<file path="config.mk">
export PLATFORM = sky130hd
export DESIGN_NAME = sss_div
export DESIGN_NICKNAME = d
export VERILOG_FILES = /design/src/rtl/sss_pkg.sv /design/src/rtl/sss_div.sv
export SDC_FILE = /design/constraint.sdc
export NUM_CORES = 1
export LEC_CHECK = 0
export BUFFER_PORTS_ARGS = -buffer_cell sky130_fd_sc_hd__buf_4
export CORE_MARGIN = 2
export CORE_UTILIZATION = 50
export DETAILED_ROUTE_END_ITERATION = 8
export HOLD_SLACK_MARGIN = 0.06
export PLACE_DENSITY = 0.79
export REMOVE_ABC_BUFFERS = 1
export SLEW_MARGIN = 0
export SYNTH_ARGS = -nofsm -noshare
export SYNTH_HDL_FRONTEND = slang
export SYNTH_SLANG_ARGS = --single-unit
</file>
<file path="constraint.sdc">
create_clock -name clk -period 5.09 [get_ports clk]
set_clock_uncertainty 0.15 [all_clocks]
set_input_delay 1.2725 -clock clk [delete_from_list [all_inputs] [get_ports clk]]
set_output_delay 1.2725 -clock clk [all_outputs]
set_load 0.03 [all_outputs]
</file>
<file path="src/rtl/sss_pkg.sv">
// Shared types, constants and helper functions for the sample set statistics block.
package sss_pkg;

  localparam int SAMPLE_BITS     = 24;
  localparam int MAX_SAMPLES_DEF = 256;
  localparam int DIVIDEND_W      = 64;
  localparam int ROOT_IN_W       = 64;
  localparam int ROOT_OUT_W      = 32;

  typedef logic signed [SAMPLE_BITS-1:0] sample_t;

  typedef struct packed {
    sample_t sample;
    logic    last;
  } in_item_t;

  typedef struct packed {
    logic signed [23:0] median_value;
    logic signed [23:0] mean_value;
    logic signed [31:0] total;
    logic        [23:0] std_dev;
    logic signed [23:0] lower_quartile;
    logic signed [23:0] upper_quartile;
    logic        [8:0]  sample_count;
    logic               std_dev_valid;
    logic               overflowed;
  } out_item_t;

  typedef enum logic [1:0] {
    CELL_HOLD,
    CELL_INSERT,
    CELL_ROTATE
  } cell_op_t;

  // Clamp to 24-bit signed.
  function automatic logic [23:0] sat_s24(input longint v);
    logic [23:0] r;
    if (v > 64'sd8388607) begin
      r = 24'h7FFFFF;
    end else if (v < -64'sd8388608) begin
      r = 24'h800000;
    end else begin
      r = v[23:0];
    end
    return r;
  endfunction

  // Clamp to 32-bit signed.
  function automatic logic [31:0] sat_s32(input longint v);
    logic [31:0] r;
    if (v > 64'sd2147483647) begin
      r = 32'h7FFFFFFF;
    end else if (v < -64'sd2147483648) begin
      r = 32'h80000000;
    end else begin
      r = v[31:0];
    end
    return r;
  endfunction

  // Mean of two samples, rounded half away from zero.
  function automatic longint avg_half(input longint a, input longint b);
    longint s;
    longint r;
    s = a + b;
    if (s >= 0) begin
      r = (s + 1) >>> 1;
    end else begin
      r = -((-s + 1) >>> 1);
    end
    return r;
  endfunction

endpackage

</file>
<file path="src/rtl/sss_div.sv">
// Restoring divider, one quotient bit per cycle.
module sss_div import sss_pkg::*; #(
  parameter int DVW = 10
) (
  input  logic                  clk,
  input  logic                  rst_n,
  input  logic                  start,
  input  logic [DIVIDEND_W-1:0] dividend,
  input  logic [DVW-1:0]        divisor,
  output logic                  done,
  output logic [DIVIDEND_W-1:0] quotient
);

  localparam int CW = $clog2(DIVIDEND_W);

  logic [DVW-1:0]        rem_r;
  logic [DIVIDEND_W-1:0] quo_r;
  logic [DVW-1:0]        div_r;
  logic [CW-1:0]         cnt_r;
  logic                  run_r;
  logic                  done_r;
  logic [DVW:0]          rem_sh;
  logic                  ge;

  assign rem_sh   = {rem_r, quo_r[DIVIDEND_W-1]};
  assign ge       = rem_sh >= {1'b0, div_r};
  assign done     = done_r;
  assign quotient = quo_r;

  always_ff @(posedge clk) begin
    if (!rst_n) begin
      run_r  <= 1'b0;
      done_r <= 1'b0;
      cnt_r  <= '0;
    end else begin
      done_r <= 1'b0;
      if (start) begin
        run_r <= 1'b1;
        cnt_r <= '0;
      end else if (run_r) begin
        cnt_r <= cnt_r + 1'b1;
        if (cnt_r == CW'(DIVIDEND_W - 1)) begin
          run_r  <= 1'b0;
          done_r <= 1'b1;
        end
      end
    end
  end

  always_ff @(posedge clk) begin
    if (start) begin
      rem_r <= '0;
      quo_r <= dividend;
      div_r <= divisor;
    end else if (run_r) begin
      rem_r <= ge ? DVW'(rem_sh - {1'b0, div_r}) : DVW'(rem_sh);
      quo_r <= {quo_r[DIVIDEND_W-2:0], ge};
    end
  end

endmodule

</file>
==> metrics <==
status=completed; Fin. Hold Viols=0; Cell Rows=33; ys async rst share=0%; critical path arrival=3.09 ns; initial core utilization=51.80%; setup TNS=0 ns; register area share after synthesis=60.67%; WS Path Type=reg2reg; detailed-route vias per instance=5.321; Inserted Diodes=0; slew margin rel.=27.58%; CP required=5.20 ns; synthesized area=4257 um2; fmax=0.3364 GHz; all-layer global routing usage=20.75%; fin area=5635 um2; CP max stage delay=0.87 ns; DR WL/cell=16.51 um; Worst-path clk slew=0.09 ns; Non-Filler Instances=549; worst-path cell chain=ha_1 > a21o_1 > a21oi_1 > a2111oi_4 > nor3_2 > mux2i_1 > a211oi_1; detailed-route via count=2921; Iter 0 DRT Violations=136; CP endpoint kind=flip-flop; max-cap viol count=0; # IOs=142; CORE AREA=8217 um2; TritonCTS Sinks=92; cts bufs inserted=9; DRT antenna net count=0; Least-Margin Pin Slew=1.080 ns; Period minus WS final=2.973 ns; most common cell after layout, fill and taps aside=buf_4; Leakage=2.371 nW; DP Area=5416 um2; Yosys Warn Count=0; post-cts sizing count=0; Layout area overhead=32.39%; Startpoint Class=flip-flop; HP Class=reg2reg; CTS tree=done; die width=96.27 um; layout cell share with drive strength beyond 1=52.48%; Final Power=0.001921 W; port buffer count=141; Post-synth top flop=edfxtp_1; H-tree depth=3; Top Family by Delay on Critical Path=compound AO/OA/AOI/OAI gates; Root Driver=clkbuf_8; GP Congestion=0.8296; RSZ-0062 raised after global routing=no; Cells after DPL=533; die footprint=9267 um2; EDFF count, synth=74; synthesized instance count=296; Finish-stage setup viols=0; vias in the first global route=2981; Netlist cell types=47; hpwl dp=6451 um; GRT overflow=0; pwr/cell area=340.9 nW/um2; # hold bufs at CTS=0; latest clock arrival within the worst-skew pair=0.36 ns; Filler Cell Count=626; first drt pass iteration count=4; commonest non-fill, non-tap cells in the layout=buf_4 (144), edfxtp_1 (74), mux2_2 (63), nor2_1 (18), dfxtp_1 (18); #FFs+latches synth=92; Post-Route WL=9064 um; Final Hold Slack=0.3409 ns; Crit Path Max Fanout=15; post-CTS setup buffer count=0; worst ir drop on vdd=0.2219 mV; period utilization=58.40%; crit path max-delay cell type=nor3_2; Buffers & Inverters on Critical Path=0; Die Ht=96.27 um; largest net degree at the start of global routing=65; Syn Area/Cell=14.38 um2; Slew Limit Fails=0; clock tree buffer depth=2; global-route wire length before repair=14330 um; drt drc=0; antenna violations before repair=0; fin nets=528
[worst register-to-register path, stage by stage (launching register included)]
cell and delay [ns]:
dfxtp_1 0.34, ha_1 0.38, a21o_1 0.22, a21oi_1 0.28, a2111oi_4 0.13, nor3_2 0.87, mux2i_1 0.20, a211oi_1 0.30
[path summary, 6_finish.rpt]
check | from | slack, ns | end | cells past startpoint
max | rem_r[2] | 2.12 | rem_r[3] | 7
min | cnt_r[5] | 0.34 | cnt_r[5] | 2
max reg2reg | rem_r[2] | 2.12 | rem_r[3] | 7
min reg2reg | cnt_r[5] | 0.34 | cnt_r[5] | 2
[layer usage]
layer  global-route usage, %  vias up  share of wire, %  wire, um
li1                        -     1406                 -         -
met1                   25.64     1397                41      3687
met2                   31.89      110                47      4239
met3                   10.10        8                11      1023
met4                   6.905        0               1.3       114
met5                       0        -                 0         0
[cells in the mapped netlist (all sizes together) (2+ instances only)]
master | number | area, um2
o21ai | 5 | 25.02
nand2 | 10 | 37.54
a21o | 5 | 40.04
dfxtp | 18 | 360.4
nand4 | 2 | 12.51
inv | 14 | 52.55
a311oi | 2 | 23.77
nor3 | 5 | 30.03
a211oi | 6 | 50.05
or2 | 2 | 12.51
nor2b | 2 | 12.51
nor4 | 2 | 12.51
clkbuf | 11 | 41.29
mux2 | 63 | 709.4
and3 | 2 | 12.51
mux2i | 6 | 60.06
a21oi | 4 | 20.02
xnor2 | 3 | 26.28
xor2 | 7 | 61.31
nor3b | 2 | 15.01
edfxtp | 74 | 2222
o21bai | 2 | 26.28
nor2 | 18 | 67.56
ha | 11 | 137.6
a31oi | 2 | 12.51
nand3 | 3 | 20.02
[cells by family after synthesis]
group	Yosys count	synth area share [%]
xor gates and xnor gates	10	2.058
buffers and inverters	26	2.469
and+or+nand+nor	53	6.379
muxes	69	18.08
DFF	92	60.67
AOI/OAI and AO/OA	34	6.644
adders and majority gates	12	3.704
[area by class of cell]
class	instances	area, um2	share of cell area [%]
Clock buffer	9	123.9	2.198
Multi-Input combinational cell	178	1569	27.84
Inverter	14	52.55	0.9325
Sequential cell	92	2582	45.83
Clock inverter	7	95.09	1.687
Tap cell	105	131.4	2.331
Timing Repair Buffer	144	1081	19.18
[power by group]
part,switching [W],internal [W],leakage (nW)
sequential,0.0000410,0.000899,0.889
combinational,0.000249,0.000201,1.37
clock,0.000290,0.000242,0.111
total,0.000579,0.00134,2.37
[flip-flops by register name, indices dropped and copies added (netlist names)]
name / count
quotient: 64
div_r: 10
rem_r: 10
cnt_r: 6
done: 1
run_r: 1
[per-stage QoR]
stage	utilization, %	worst slack [ns]
detailed placement	65.92	1.925
global route	68.59	1.855
finish	68.59	2.117
global placement	65.92	1.957
CTS	68.59	2.110
floorplan	-	1.934
(Power assumes the default switching activity.)
