[config.mk]
export PLATFORM = sky130hd
export DESIGN_NAME = sss_sqrt
export DESIGN_NICKNAME = d
export VERILOG_FILES = /design/src/rtl/sss_pkg.sv /design/src/rtl/sss_sqrt.sv
export SDC_FILE = /design/constraint.sdc
export NUM_CORES = 1
export LEC_CHECK = 0
export ABC_CLOCK_PERIOD_IN_PS = 2750
export BUFFER_PORTS_ARGS = -buffer_cell sky130_fd_sc_hd__buf_4
export CELL_PAD_IN_SITES_DETAIL_PLACEMENT = 1
export CELL_PAD_IN_SITES_GLOBAL_PLACEMENT = 1
export CORE_MARGIN = 4
export CORE_UTILIZATION = 46
export CTS_CLUSTER_DIAMETER = 60
export DETAILED_ROUTE_END_ITERATION = 6
export GPL_TIMING_DRIVEN = 0
export PLACE_DENSITY = 0.79
export SETUP_SLACK_MARGIN = 0.2
export SYNTH_ARGS = -nofsm -noshare
export SYNTH_HDL_FRONTEND = slang
export SYNTH_SLANG_ARGS = --single-unit
[constraint.sdc]
create_clock -name clk -period 2.75 [get_ports clk]
set_input_delay 0.275 -clock clk [delete_from_list [all_inputs] [get_ports clk]]
set_output_delay 0.275 -clock clk [all_outputs]
set_load 0.005 [all_outputs]
[src/rtl/sss_pkg.sv]
// Shared types, constants and helper functions for the sample set statistics block.
package sss_pkg;

  localparam int SAMPLE_BITS     = 24;
  localparam int MAX_SAMPLES_DEF = 256;
  localparam int DIVIDEND_W      = 64;
  localparam int ROOT_IN_W       = 64;
  localparam int ROOT_OUT_W      = 32;

  typedef logic signed [SAMPLE_BITS-1:0] sample_t;

  typedef struct packed {
    sample_t sample;
    logic    last;
  } in_item_t;

  typedef struct packed {
    logic signed [23:0] median_value;
    logic signed [23:0] mean_value;
    logic signed [31:0] total;
    logic        [23:0] std_dev;
    logic signed [23:0] lower_quartile;
    logic signed [23:0] upper_quartile;
    logic        [8:0]  sample_count;
    logic               std_dev_valid;
    logic               overflowed;
  } out_item_t;

  typedef enum logic [1:0] {
    CELL_HOLD,
    CELL_INSERT,
    CELL_ROTATE
  } cell_op_t;

  // Clamp to 24-bit signed.
  function automatic logic [23:0] sat_s24(input longint v);
    logic [23:0] r;
    if (v > 64'sd8388607) begin
      r = 24'h7FFFFF;
    end else if (v < -64'sd8388608) begin
      r = 24'h800000;
    end else begin
      r = v[23:0];
    end
    return r;
  endfunction

  // Clamp to 32-bit signed.
  function automatic logic [31:0] sat_s32(input longint v);
    logic [31:0] r;
    if (v > 64'sd2147483647) begin
      r = 32'h7FFFFFFF;
    end else if (v < -64'sd2147483648) begin
      r = 32'h80000000;
    end else begin
      r = v[31:0];
    end
    return r;
  endfunction

  // Mean of two samples, rounded half away from zero.
  function automatic longint avg_half(input longint a, input longint b);
    longint s;
    longint r;
    s = a + b;
    if (s >= 0) begin
      r = (s + 1) >>> 1;
    end else begin
      r = -((-s + 1) >>> 1);
    end
    return r;
  endfunction

endpackage

[src/rtl/sss_sqrt.sv]
// Digit-by-digit integer square root, one result bit per cycle.
module sss_sqrt import sss_pkg::*; (
  input  logic                  clk,
  input  logic                  rst_n,
  input  logic                  start,
  input  logic [ROOT_IN_W-1:0]  radicand,
  output logic                  done,
  output logic [ROOT_OUT_W-1:0] root
);

  localparam int CW = $clog2(ROOT_OUT_W);
  localparam int RW = ROOT_OUT_W + 3;

  logic [ROOT_IN_W-1:0]  rad_r;
  logic [RW-1:0]         rem_r;
  logic [ROOT_OUT_W-1:0] res_r;
  logic [CW-1:0]         cnt_r;
  logic                  run_r;
  logic                  done_r;
  logic [RW-1:0]         rem_sh;
  logic [RW-1:0]         trial;
  logic                  ge;

  assign rem_sh = {rem_r[RW-3:0], rad_r[ROOT_IN_W-1:ROOT_IN_W-2]};
  assign trial  = {1'b0, res_r, 2'b01};
  assign ge     = rem_sh >= trial;
  assign done   = done_r;
  assign root   = res_r;

  always_ff @(posedge clk) begin
    if (!rst_n) begin
      run_r  <= 1'b0;
      done_r <= 1'b0;
      cnt_r  <= '0;
    end else begin
      done_r <= 1'b0;
      if (start) begin
        run_r <= 1'b1;
        cnt_r <= '0;
      end else if (run_r) begin
        cnt_r <= cnt_r + 1'b1;
        if (cnt_r == CW'(ROOT_OUT_W - 1)) begin
          run_r  <= 1'b0;
          done_r <= 1'b1;
        end
      end
    end
  end

  always_ff @(posedge clk) begin
    if (start) begin
      rad_r <= radicand;
      rem_r <= '0;
      res_r <= '0;
    end else if (run_r) begin
      rad_r <= {rad_r[ROOT_IN_W-3:0], 2'b00};
      rem_r <= ge ? rem_sh - trial : rem_sh;
      res_r <= {res_r[ROOT_OUT_W-2:0], ge};
    end
  end

endmodule

==> results.md <==
* Register area at 3411 µm²
* Internal Pwr Total at 7.947 mW
* Chip height at 137.3 µm
* Fin crit period at 2.849 ns
* Final nets at 1,036
* Area of the multi-input gates at 4705 µm²
* Syn Nets at 858
* Switch Pwr at 5.995 mW
* Top Ports at 100
* Ant. Diodes at 0
* Yosys warns at 0
* Die Wd at 137.3 µm
* Final setup fails at 27
* Comb pwr share at 64.3%
* Clock latency on the worst-skew pair at 0.45 ns
* Filler Cell Count at 1,725
* Final WL at 29.42 mm
* Max Transition Viols Final at 0
* Vias at 7,030
* Pwr dens at 1302 nW/µm²
* Synth area leader: edfxtp_1
* Ys flop type: dfxtp_1
* Share of the synthesized area in the top cell type at 25.00%
* CTS sink cnt at 136
* Post-synth EDFFs at 64
* Worst setup path startpoint: root[0]
* Starting Density at 46.69%
* Power share of the clock group at 16.8%
* Placer congestion estimate at 0.8885
* Final Hold Vio Count at 0
* Switching fraction of total power at 43.00%
* Top fanout value on the critical path at 5
* Max Freq at 351.0 MHz
* HP Start: rst_n
* Fin crit share at 103.6%
* Worst Skew at 0.01409 ns
* Die area at 18,850 µm²
* First-pass GRT wire length at 40.68 mm
* Max Cap Viol at 0
* Post-synthesis register bit count at 136
* Tot GR Track Use at 28.03%
* Initial antenna violation count at 0
* Setup TNS at -1.111 ns
* Pre-antenna DRT Iters at 5
* Worst setup margin at -0.09899 ns
* Post-synth ARST share at 0%
* CTS tree: built
* Arrival time at the worst endpoint at 3.13 ns
* Synthesized area at 7689 µm²
* Routed wire per std cell at 25.23 µm
* Root cell of the clock tree: clkbuf_16
* Top cells by area, synth: edfxtp_1 (25%), dfxtp_1 (19%), mux2_2 (9.2%)
* Critical path startpoint category: register
* Hold Slack at 0.09826 ns
* Share of layout cells above drive strength 1 at 44.19%
* Syn avg cell area at 10.18 µm²
* DRT antenna net count at 0
* RSZ-0062 raised after global routing: yes
* Place WS at -0.3849 ns
* HP Class: in -> reg
* Peak VDD IR at 760.4 µV
* Total grt overflow at 0
* H-tree lvl count at 4
* Largest net degree at the start of global routing at 34
* Max-slew headroom at 36.65%
* Clock buffer depth at 2
* Final HPWL DP at 15.93 mm
* Status: finished, violations left
* Crit end category: register
* Yosys cell types at 70
* 1st-iter DRT viols at 566
* Total power at 13.94 mW
* Core area at 16,470 µm²
* Vias in the first global route at 7,470
* CTS clk-pin slew, worst paths at 0.07 ns
* Area delta synth->final at 39.30%
* P_leak at 4.269 nW
* Data required, critical path at 3.03 ns
* Final Util at 65.05%
* Floorplan row count at 47
* R2R Path Start: root[0]
* Inserted Clock Buffers at 17
* Crit path kind: reg -> reg
* Worst slew pin tran at 0.9502 ns
* Reg power frac at 19.0%
* Post-Syn Instances at 755
* Number of remaining DRC errors at 0
* Failing checks: negative setup slack
* Sequential area share after synthesis at 43.74%
* Vias per cell at 6.029
* PortBufs at 98
flip-flops by register name, indices dropped and copies added (netlist names):
name	cells
rad_r	64
rem_r	33
root	32
cnt_r	5
done	1
run_r	1
critical path: stages (launching register included):
cell	delay [ns]
dfxtp_4	0.37
inv_4	0.04
ha_4	0.17
nor3_1	0.26
o21ai_2	0.12
buf_4	0.16
o311ai_4	0.33
a211oi_2	0.14
o21ai_2	0.26
a21o_1	0.23
buf_6	0.14
buf_8	0.14
buf_6	0.11
xnor2_2	0.10
o21ai_1	0.11
per-stage QoR:
stage               area, µm²  std cells
detailed placement       8740       1074
finish                  10710       1166
global route            10710       1166
CTS                     10210       1152
floorplan                7709        755
global placement         8720       1073
metal layers:
metal	global-route usage [%]	wire [µm]	part of all wire, %	vias up
met3	7.852	1872	6.4	136
met4	11.75	1788	6.1	0
met1	32.08	11120	38	3442
li1	-	-	-	3088
met2	49.07	14640	50	364
met5	0	0	0	-
timing repair:
action | CTS | global route
cloned | 2 | 1
hold buffers | 0 | 0
pin swaps | 53 | 33
setup buffers | 44 | 13
endpoints found under the setup margin | 34 | 98
gates resized for setup | 119 | 89
cells in the mapped netlist, types with 3 or more instances:
cell type  count
ha_1          36
and3_1         5
o31ai_1        7
a311oi_1       7
inv_1         41
o21ai_0       24
nand2_1       56
buf_2          5
buf_6          3
mux2_2        63
xor2_1        15
buf_1          6
o211ai_1       3
nor2b_1        5
o21a_1         3
clkbuf_1      21
and2_1         5
a31oi_1        4
xnor2_1       14
nor3_1         8
nand2b_1       8
nand3_1       11
a22oi_1        4
dfxtp_1       72
edfxtp_1      64
o21bai_1       3
buf_4          4
nand4_1        7
o21ai_2        3
a21o_1         7
nor2_1        88
a211oi_1      20
mux2i_1       52
a21oi_1       33
power by group through the flow:
stage	Sequential, mW	Combinational, mW	Clock [mW]
after global placement	2.59	4.90	0
final	2.64	8.96	2.34
after floorplan	2.54	3.90	0
after CTS	2.60	6.96	2.32
after detailed placement	2.60	5.06	0
after global routing	2.67	9.28	2.44
final timing paths:
check | end | slack (ns) | depth (start not counted)
setup / recovery | rem_r[0] | -0.1 | 14
hold / removal | run_r | 0.1 | 2
setup reg to reg | rem_r[0] | -0.1 | 14
hold reg to reg | cnt_r[3] | 0.52 | 2
area by class of cell:
| type | instances | area share [%] |
|---|---|---|
| flip-flops and latches | 136 | 31.85 |
| well taps | 220 | 2.570 |
| clock inverters | 15 | 1.449 |
| clock buffers | 17 | 3.972 |
| multi-input cells | 537 | 43.93 |
| plain buffers | 41 | 2.477 |
| inverters | 41 | 1.460 |
| repair buffers | 159 | 12.30 |
cell usage in the layout (no fill, tap or decap), drive strengths merged, types with 12 or more instances in the layout:
| master | count |
|---|---|
| nand2 | 57 |
| inv | 50 |
| nand3 | 12 |
| ha | 36 |
| a21oi | 36 |
| a211oi | 21 |
| clkbuf | 40 |
| nor2 | 89 |
| xnor2 | 14 |
| xor2 | 15 |
| dfxtp | 72 |
| edfxtp | 64 |
| buf | 177 |
| mux2 | 63 |
| mux2i | 52 |
| o21ai | 29 |
cell families (layout without fill, tap and decap cells):
group | count (synthesis) | after routing | share of synthesized area, %
and+or+nand+nor | 211 | 211 | 12.68
AOI/OAI and AO/OA | 146 | 146 | 13.69
DFF | 136 | 136 | 43.74
muxes | 115 | 115 | 16.00
buffers and inverters | 82 | 273 | 4.735
adders and majority gates | 36 | 36 | 5.858
xor gates and xnor gates | 29 | 29 | 3.304
(Power assumes the default switching activity.)
