===== src/rtl/sss_pkg.sv =====
// Shared types, constants and helper functions for the sample set statistics block.
package sss_pkg;

  localparam int SAMPLE_BITS     = 24;
  localparam int MAX_SAMPLES_DEF = 256;
  localparam int DIVIDEND_W      = 64;
  localparam int ROOT_IN_W       = 64;
  localparam int ROOT_OUT_W      = 32;

  typedef logic signed [SAMPLE_BITS-1:0] sample_t;

  typedef struct packed {
    sample_t sample;
    logic    last;
  } in_item_t;

  typedef struct packed {
    logic signed [23:0] median_value;
    logic signed [23:0] mean_value;
    logic signed [31:0] total;
    logic        [23:0] std_dev;
    logic signed [23:0] lower_quartile;
    logic signed [23:0] upper_quartile;
    logic        [8:0]  sample_count;
    logic               std_dev_valid;
    logic               overflowed;
  } out_item_t;

  typedef enum logic [1:0] {
    CELL_HOLD,
    CELL_INSERT,
    CELL_ROTATE
  } cell_op_t;

  // Clamp to 24-bit signed.
  function automatic logic [23:0] sat_s24(input longint v);
    logic [23:0] r;
    if (v > 64'sd8388607) begin
      r = 24'h7FFFFF;
    end else if (v < -64'sd8388608) begin
      r = 24'h800000;
    end else begin
      r = v[23:0];
    end
    return r;
  endfunction

  // Clamp to 32-bit signed.
  function automatic logic [31:0] sat_s32(input longint v);
    logic [31:0] r;
    if (v > 64'sd2147483647) begin
      r = 32'h7FFFFFFF;
    end else if (v < -64'sd2147483648) begin
      r = 32'h80000000;
    end else begin
      r = v[31:0];
    end
    return r;
  endfunction

  // Mean of two samples, rounded half away from zero.
  function automatic longint avg_half(input longint a, input longint b);
    longint s;
    longint r;
    s = a + b;
    if (s >= 0) begin
      r = (s + 1) >>> 1;
    end else begin
      r = -((-s + 1) >>> 1);
    end
    return r;
  endfunction

endpackage


===== src/rtl/sss_cell.sv =====
// One cell of the sorting chain: holds one sample, inserts or rotates with its neighbors.
module sss_cell import sss_pkg::*; (
  input  logic     clk,
  input  cell_op_t op,
  input  logic     valid,
  input  sample_t  x,
  input  sample_t  left_val,
  input  logic     left_gt,
  input  sample_t  right_val,
  output sample_t  val,
  output logic     gt
);

  sample_t val_r;
  sample_t val_nxt;

  assign val = val_r;
  assign gt  = !valid || (val_r > x);

  always_comb begin
    case (op)
      CELL_INSERT: val_nxt = gt ? (left_gt ? left_val : x) : val_r;
      CELL_ROTATE: val_nxt = right_val;
      default:     val_nxt = val_r;
    endcase
  end

  always_ff @(posedge clk) begin
    val_r <= val_nxt;
  end

endmodule


===== config.mk =====
export PLATFORM = sky130hd
export DESIGN_NAME = sss_cell
export DESIGN_NICKNAME = d
export VERILOG_FILES = /design/src/rtl/sss_pkg.sv /design/src/rtl/sss_cell.sv
export SDC_FILE = /design/constraint.sdc
export NUM_CORES = 1
export LEC_CHECK = 0
export BUFFER_PORTS_ARGS = -buffer_cell sky130_fd_sc_hd__buf_2
export CORE_MARGIN = 2
export CORE_UTILIZATION = 35
export CTS_CLUSTER_SIZE = 14
export DETAILED_ROUTE_END_ITERATION = 10
export MAX_ROUTING_LAYER = met4
export PLACE_DENSITY = 0.64
export SETUP_SLACK_MARGIN = 0.5
export SYNTH_ARGS = -nofsm -noshare
export SYNTH_HDL_FRONTEND = slang
export SYNTH_SLANG_ARGS = --single-unit
export TNS_END_PERCENT = 5

===== constraint.sdc =====
create_clock -name clk -period 7.3 [get_ports clk]
set_clock_uncertainty 0.1 [all_clocks]
set_input_delay 1.46 -clock clk [delete_from_list [all_inputs] [get_ports clk]]
set_output_delay 1.46 -clock clk [all_outputs]
set_load 0.02 [all_outputs]

==> results of run 1 <==
## worst paths after layout
kind                       end  slack (ns)  cells past startpoint
max                         gt        2.36                     10
min           val[6]$_DFFE_PP_        1.26                      5
max reg2reg  val[22]$_DFFE_PP_        4.58                      8
min reg2reg   val[6]$_DFFE_PP_        1.26                      5
## Yosys cell counts (3+ instances only)
| master | count | area share, % |
|---|---|---|
| nand2_1 | 27 | 5.4 |
| o21ai_0 | 27 | 7.2 |
| a21oi_1 | 7 | 1.9 |
| nor2_1 | 3 | 0.60 |
| a21o_1 | 4 | 1.6 |
| ha_1 | 24 | 16 |
| inv_1 | 26 | 5.2 |
| mux2i_1 | 24 | 13 |
| clkbuf_1 | 6 | 1.2 |
| nand4_1 | 5 | 1.7 |
| edfxtp_1 | 24 | 38 |
## per-layer routing
metal / share of wire, % / global-route usage [%]
met1: 46 / 20.1
met2: 48 / 28.8
met3: 5.7 / 3.02
met4: 0.65 / 2.68
met5: 0 / -
## cell usage in the layout (no fill, tap or decap), drive strengths merged
cell type,instances
o2111ai,1
clkbuf,3
nand3,1
o41ai,1
nand4,6
inv,26
xor2,1
a21o,4
nor2,3
nor4,1
buf,102
nor3,2
and2,2
nand2,27
ha,24
o21ai,28
o211a,1
edfxtp,24
a21oi,7
a22oi,2
nor2b,2
a221o,1
mux2i,24
## cells by family after synthesis
logic type / count (synthesis) / share of synthesized area, %
xor+xnor: 1 / 0.464
buf+inv: 34 / 6.90
fa+ha+maj: 24 / 15.9
mux: 24 / 12.7
simple gates: 44 / 11.7
flops: 24 / 38.2
compound gates: 45 / 14.1
## final cells by class
class                           instances  area (µm²)
Tap cell                               70        87.6
Timing Repair Buffer                  102         513
Sequential cell                        24         721
Inverter                               26        97.6
Clock buffer                            3        41.3
Fill cell                             537        2630
Multi-Input combinational cell        138        1050
## worst min-delay path, stage by stage (launching register included)
cell and delay [ns]:
edfxtp_1 0.35, ha_1 0.14, nand4_1 0.08, nor2_1 0.23, o41ai_4 0.11, buf_4 0.24
## report_power, final
part | internal (W) | switching, W | total [W]
logic | 0.0000618 | 0.0000858 | 0.000148
registers | 0.000174 | 0.00000828 | 0.000183
clock network | 0.0000370 | 0.0000431 | 0.0000800
total | 0.000273 | 0.000137 | 0.000410
## metrics by stage
step	area [µm²]	utilization, %	total power (W)	std cells	setup WS [ns]
finish	2510	48.9	0.000410	363	2.36
global route	2510	48.9	0.000439	363	2.22
CTS	2510	48.9	0.000418	363	2.39
detailed placement	2470	48.1	0.000336	360	2.41
global placement	2470	48.1	0.000333	360	2.49
floorplan	1890	-	0.000276	196	2.70
==> qor.txt, run 1 <==
# DRC - 0
layout cell share with drive strength beyond 1 - 37.9%
Top FF cell, synth - edfxtp_1
drt first pass iters - 4
Ys Warns - 0
GPL Wtd Cong - 0.766
critical path class - in -> out
Yosys reg bits - 24
unrepaired setup endpoints after global routing - false
Post-DP HPWL - 3590 µm
Root Driver - clkbuf_8
slowest cell on the critical path - nor4_4
initial antenna violation count - 0
CTS max path bufs - 2
CP bufs+invs - 3
max reg flops - 24
Avg Inst Size Synth - 9.63 µm²
final-stage net count - 396
period utilization - 67.6%
clk_lat worst skew - 0.27 ns
total grt overflow - 0
Syn Std Cell Area - 1890 µm²
Slew @ Worst Pin - 0.887 ns
vias in the first global route - 1,772
CTS tree - done
maximum clock frequency - 0.203 GHz
io pins - 102
LEAKAGE - 1.32 nW
final wirelength - 4500 µm
ys async rst share - 0%
Critical Path RT - 5.74 ns
Via density - 4.77
Rows - 26
number of I/O port buffers - 101
die height - 77.4 µm
Arrival @ worst endpoint - 3.38 ns
vias - 1,733
Max rail drop VDD - 0.139 mV
Post-synth EDFFs - 24
pwr dens - 163 nW/µm²
Std-Cell Core Area - 5140 µm²
Reg clk slew, reported paths - 0.09 ns
Min-Delay Path Class - reg -> reg
Hold Vio Cnt, Final - 0
crit path cell chain - buf_2 -> inv_1 -> ha_1 -> nand4_2 -> nor4_4 -> o2111ai_1 -> nand4_1 -> xor2_1 -> o21ai_1 -> buf_2
CP max stage delay - 0.37 ns
setup TNS - 0 ns
worst r2r src - val[19]$_DFFE_PP_
Max Slew Vio Count - 0
initial drt markers - 61
postcts setup bufs - 0
full die area - 5990 µm²
largest net degree at the start of global routing - 50
Crit path top cell by count - buf_2
max cap viols - 0
hold_sp - val[2]$_DFFE_PP_
Final setup violation count - 0
crit end category - output port
post-synthesis sequential area ratio - 38.2%
CTS H-tree lvls - 1
Die W - 77.4 µm
syn_nets - 297
post-synthesis cell count - 196
TritonCTS buffer count - 3
diode count - 0
Synth cell types - 26
Initial Util - 36.7%
Post-CTS Hold Buffers - 0
wire per inst - 12.4 µm
family with the most delay on the worst path - simple AND/OR/NAND/NOR gates
crit-path max FO - 3
Layout area overhead - 33.3%
max_slew headroom - 40.7%
Resized cells post-CTS - 0
crit path from - x[19]
status - complete, no violations
GRT Overall Usage - 16.4%
Tmin final - 4.94 ns
clk sinks - 24
Hold Worst Slack - 1.26 ns
first-pass GRT wire length - 7820 µm
crit path launch type - input port
ANT nets after route - 0
(Power assumes the default switching activity.)
==> run 2: changes to the inputs <==
==> constraint.sdc (replaced) <==
create_clock -name clk -period 4.7 [get_ports clk]
set_clock_uncertainty 0.1 [all_clocks]
set_input_delay 0.94 -clock clk [delete_from_list [all_inputs] [get_ports clk]]
set_output_delay 0.94 -clock clk [all_outputs]
set_load 0.02 [all_outputs]
==> run 2 against run 1 <==
Against the previous run:
- global-route usage fell by 0.63 points
- clock-buffer cell count did not move
- routed wire length fell by 0.27%
- hold slack got worse by 0.42 ns
- combinational power rose by 55%
- power rose by 56%
- cell count rose by 0.28%
- critical endpoint unchanged
- largest cell class unchanged
==> qor.txt, run 2 (synthesis gave the netlist of run 1 again) <==
status - complete, no violations
crit path cell chain - buf_2 -> inv_1 -> ha_1 -> nand4_1 -> nor4_4 -> o2111ai_1 -> nand4_1 -> xor2_1 -> o21ai_1 -> buf_2
ANT nets after route - 0
TritonCTS buffer count - 3
Arrival @ worst endpoint - 2.82 ns
fill count - 512
max cap viols - 0
initial drt markers - 40
LEAKAGE - 1.33 nW
crit end category - output port
final wirelength - 4480 µm
Root Driver - clkbuf_8
layout cell share with drive strength beyond 1 - 37.8%
Hold Vio Cnt, Final - 0
family with the most delay on the worst path - simple AND/OR/NAND/NOR gates
Std-Cell Core Area - 5140 µm²
slowest cell on the critical path - xor2_1
Tmin final - 3.86 ns
Critical Path RT - 3.66 ns
postcts setup bufs - 0
critical path class - in -> out
pwr dens - 254 nW/µm²
final-stage net count - 396
period utilization - 82.1%
Final setup violation count - 0
CP max stage delay - 0.34 ns
vias in the first global route - 1,685
vias - 1,733
Hold Worst Slack - 0.834 ns
Max rail drop VDD - 0.208 mV
CTS max path bufs - 2
drt first pass iters - 6
diode count - 0
CP bufs+invs - 3
Post-DP HPWL - 3540 µm
clk_lat worst skew - 0.27 ns
most frequent cells in the layout - buf_2, nand2_1, o21ai_0
WHS Path Cells - 3
Resized cells post-CTS - 0
max reg flops - 24
io pins - 102
number of I/O port buffers - 101
Min-Delay Path Class - in -> reg
Die W - 77.4 µm
largest net degree at the start of global routing - 50
CTS tree - done
full die area - 5990 µm²
unrepaired setup endpoints after global routing - false
CP Depth - 10
wire per inst - 12.3 µm
setup TNS - 0 ns
Post-CTS Hold Buffers - 0
CTS H-tree lvls - 1
crit path launch type - input port
GRT Overall Usage - 15.8%
Via density - 4.76
Rows - 26
GPL Wtd Cong - 0.768
cells on worst reg2reg path - 8
# DRC - 0
clk sinks - 24
Multi-input gate area - 1050 µm²
total grt overflow - 0
commonest non-fill, non-tap cell in the layout - buf_2
Layout area overhead - 33.5%
initial antenna violation count - 0
Slew @ Worst Pin - 0.868 ns
register area - 721 µm²
Max Slew Vio Count - 0
first-pass GRT wire length - 7560 µm
Initial Util - 36.7%
max_slew headroom - 42.0%
maximum clock frequency - 0.259 GHz
crit-path max FO - 4
Reg clk slew, reported paths - 0.09 ns
die height - 77.4 µm
==> run 2: layout make-up <==
type / count / area share [%]
Timing Repair Buffer: 102 / 20.4
Tap cell: 70 / 3.48
Clock inverter: 1 / 0.149
Sequential cell: 24 / 28.6
Inverter: 26 / 3.87
Multi-Input combinational cell: 138 / 41.9
Clock buffer: 3 / 1.64
==> run 2: metal layers <==
layer	track usage (%)	wire length, µm
met1	20.2	2080
met2	27.1	2090
met3	3.02	300
met4	1.61	13
met5	-	0
==> run 2: stage by stage <==
stage	total power [W]	cells	instance area, µm²	util, %	setup slack, ns
2_1_floorplan	0.000429	196	1890	-	0.621
3_3_place_gp	0.000517	360	2470	48.1	0.930
3_5_place_dp	0.000521	360	2470	48.1	0.865
4_1_cts	0.000653	364	2520	49.0	0.850
5_1_grt	0.000687	364	2520	49.0	0.674
6_report	0.000641	364	2520	49.0	0.840
==> run 2: path summary, 6_finish.rpt <==
check | startpoint | to | slack (ns)
worst max-delay path | x[23] | gt | 0.84
worst min-delay path | right_val[2] | val[2]$_DFFE_PP_ | 0.83
worst max register to register | val[23]$_DFFE_PP_ | val[18]$_DFFE_PP_ | 1.97
worst min register to register | val[2]$_DFFE_PP_ | val[2]$_DFFE_PP_ | 1.25
==> run 2: tightest hold or removal path: stages <==
cell,delay [ns]
buf_2,0.07
nand2_1,0.03
o21ai_0,0.05
==> run 2: power breakdown <==
part / leakage [nW] / internal, W / total, W / switching, W
Clock: 0.0231 / 0.0000586 / 0.000128 / 0.0000694
Combinational: 1.07 / 0.0000957 / 0.000229 / 0.000133
Sequential: 0.234 / 0.000271 / 0.000284 / 0.0000134
==> run 3: changes to the inputs <==
==> constraint.sdc (replaced) <==
create_clock -name clk -period 3.75 [get_ports clk]
set_clock_uncertainty 0.1 [all_clocks]
set_input_delay 0.75 -clock clk [delete_from_list [all_inputs] [get_ports clk]]
set_output_delay 0.75 -clock clk [all_outputs]
set_load 0.02 [all_outputs]
==> run 3 against run 2 <==
Against the previous run:
- non-clock buffer count up 7
- register-to-register slack lost 1.2 ns
- first-iteration DRC count grew 25%
- setup slack got worse by 0.36 ns
- critical path depth did not move
- sequential share of layout area shrank 3.1 points
- clock power increased by 24%
- routed wire length up 8.1%
- cell count increased by 1.9%
- design area is 12% higher
- die area is the same
- largest power group unchanged
==> qor.txt, run 3 (synthesis gave the netlist of run 1 again) <==
Rows - 26
largest net degree at the start of global routing - 27
final-stage net count - 403
vias - 1,784
max reg flops - 24
crit-path max FO - 3
io pins - 102
fill count - 482
die height - 77.4 µm
critical path class - in -> out
crit path launch type - input port
wire per inst - 13.1 µm
ANT nets after route - 0
period utilization - 87.2%
Reg clk slew, reported paths - 0.09 ns
GPL Wtd Cong - 0.843
commonest non-fill, non-tap cell in the layout - buf_2
Layout area overhead - 49.8%
Final setup violation count - 0
LEAKAGE - 1.37 nW
final wirelength - 4850 µm
# DRC - 0
initial drt markers - 50
clk_lat worst skew - 0.27 ns
maximum clock frequency - 0.306 GHz
CTS tree - done
Max rail drop VDD - 0.287 mV
initial antenna violation count - 0
status - complete, no violations
Arrival @ worst endpoint - 2.42 ns
unrepaired setup endpoints after global routing - true
max cap viols - 0
Min-Delay Path Class - in -> reg
Hold Vio Cnt, Final - 0
max_slew headroom - 51.3%
number of I/O port buffers - 101
Critical Path RT - 2.90 ns
most frequent cells in the layout - buf_2, nand2_1, o21ai_0
diode count - 0
vias in the first global route - 1,707
total grt overflow - 0
first-pass GRT wire length - 7760 µm
setup TNS - 0 ns
crit end category - output port
Top Usage Layer GRT - met2
Post-DP HPWL - 3620 µm
CTS max path bufs - 2
Max Slew Vio Count - 0
Via density - 4.81
Post-Place Cells - 361
TritonCTS buffer count - 3
Root Driver - clkbuf_8
Std-Cell Core Area - 5140 µm²
met1 usage - 20.7%
Initial Util - 36.7%
clk sinks - 24
Die W - 77.4 µm
full die area - 5990 µm²
pwr dens - 309 nW/µm²
Slew @ Worst Pin - 0.731 ns
CTS H-tree lvls - 1
drt first pass iters - 3
Tmin final - 3.27 ns
met2 usage - 28.6%
met3 usage - 2.79%
GRT Overall Usage - 16.5%
layout cell share with drive strength beyond 1 - 47.5%
Non-Filler Instances - 371
run 3: area by class of cell:
cell class / instances / area, µm² / area share [%]
Multi-Input combinational cell: 138 / 1240 / 43.8
Timing Repair Buffer: 109 / 632 / 22.4
Sequential cell: 24 / 721 / 25.5
Clock buffer: 3 / 41.3 / 1.46
Tap cell: 70 / 87.6 / 3.10
Clock inverter: 1 / 3.75 / 0.133
Inverter: 26 / 103 / 3.63
run 3: stage by stage:
step                      setup WS (ns)  total power [W]  area [µm²]  utilization, %  hold WS (ns)
after floorplan                   0.390         0.000540        1900               -         0.837
after global placement            0.345         0.000649        2480            48.3         0.923
after detailed placement          0.291         0.000655        2480            48.3         0.933
after CTS                         0.469         0.000862        2770            53.8         0.643
after global routing              0.371         0.000934        2830            55.0         0.640
final                             0.480         0.000872        2830            55.0         0.652
run 3: where the power goes:
| part | switching [W] | leakage, nW | internal [W] | total, W |
|---|---|---|---|---|
| registers | 0.0000261 | 0.234 | 0.000340 | 0.000366 |
| clock network | 0.0000860 | 0.0231 | 0.0000734 | 0.000159 |
| logic | 0.000182 | 1.11 | 0.000165 | 0.000347 |
| total | 0.000294 | 1.37 | 0.000578 | 0.000872 |
run 3: final timing paths:
| check | slack [ns] | cells after the start | to | from |
|---|---|---|---|---|
| worst max-delay path | 0.48 | 10 | gt | x[15] |
| worst min-delay path | 0.65 | 3 | val[9]$_DFFE_PP_ | right_val[9] |
| worst min register to register | 1.24 | 5 | val[5]$_DFFE_PP_ | val[2]$_DFFE_PP_ |
| worst max register to register | 0.78 | 10 | val[20]$_DFFE_PP_ | val[6]$_DFFE_PP_ |
run 3: layer usage:
| metal | wire, µm | part of all wire (%) | vias up |
|---|---|---|---|
| met5 | 0 | 0 | - |
| met4 | 27 | 0.56 | 0 |
| met3 | 203 | 4.2 | 4 |
| met2 | 2470 | 51 | 54 |
| met1 | 2150 | 44 | 818 |
| li1 | - | - | 908 |
run 3: worst max-delay path, cell delays in order:
cell and delay (ns):
buf_8 0.08, inv_4 0.03, ha_4 0.25, nand4_1 0.20, nor4_4 0.36, o2111ai_1 0.16, nand4_1 0.14, xor2_2 0.21
o21ai_1 0.08, buf_4 0.16
run 3: timing repair:
action / 4_1_cts / 5_1_grt
pin swaps: 23 / 10
endpoints found under the setup margin: 1 / 1
resized for setup: 34 / 6
setup buffers: 4 / 2
hold buffers: 0 / 0
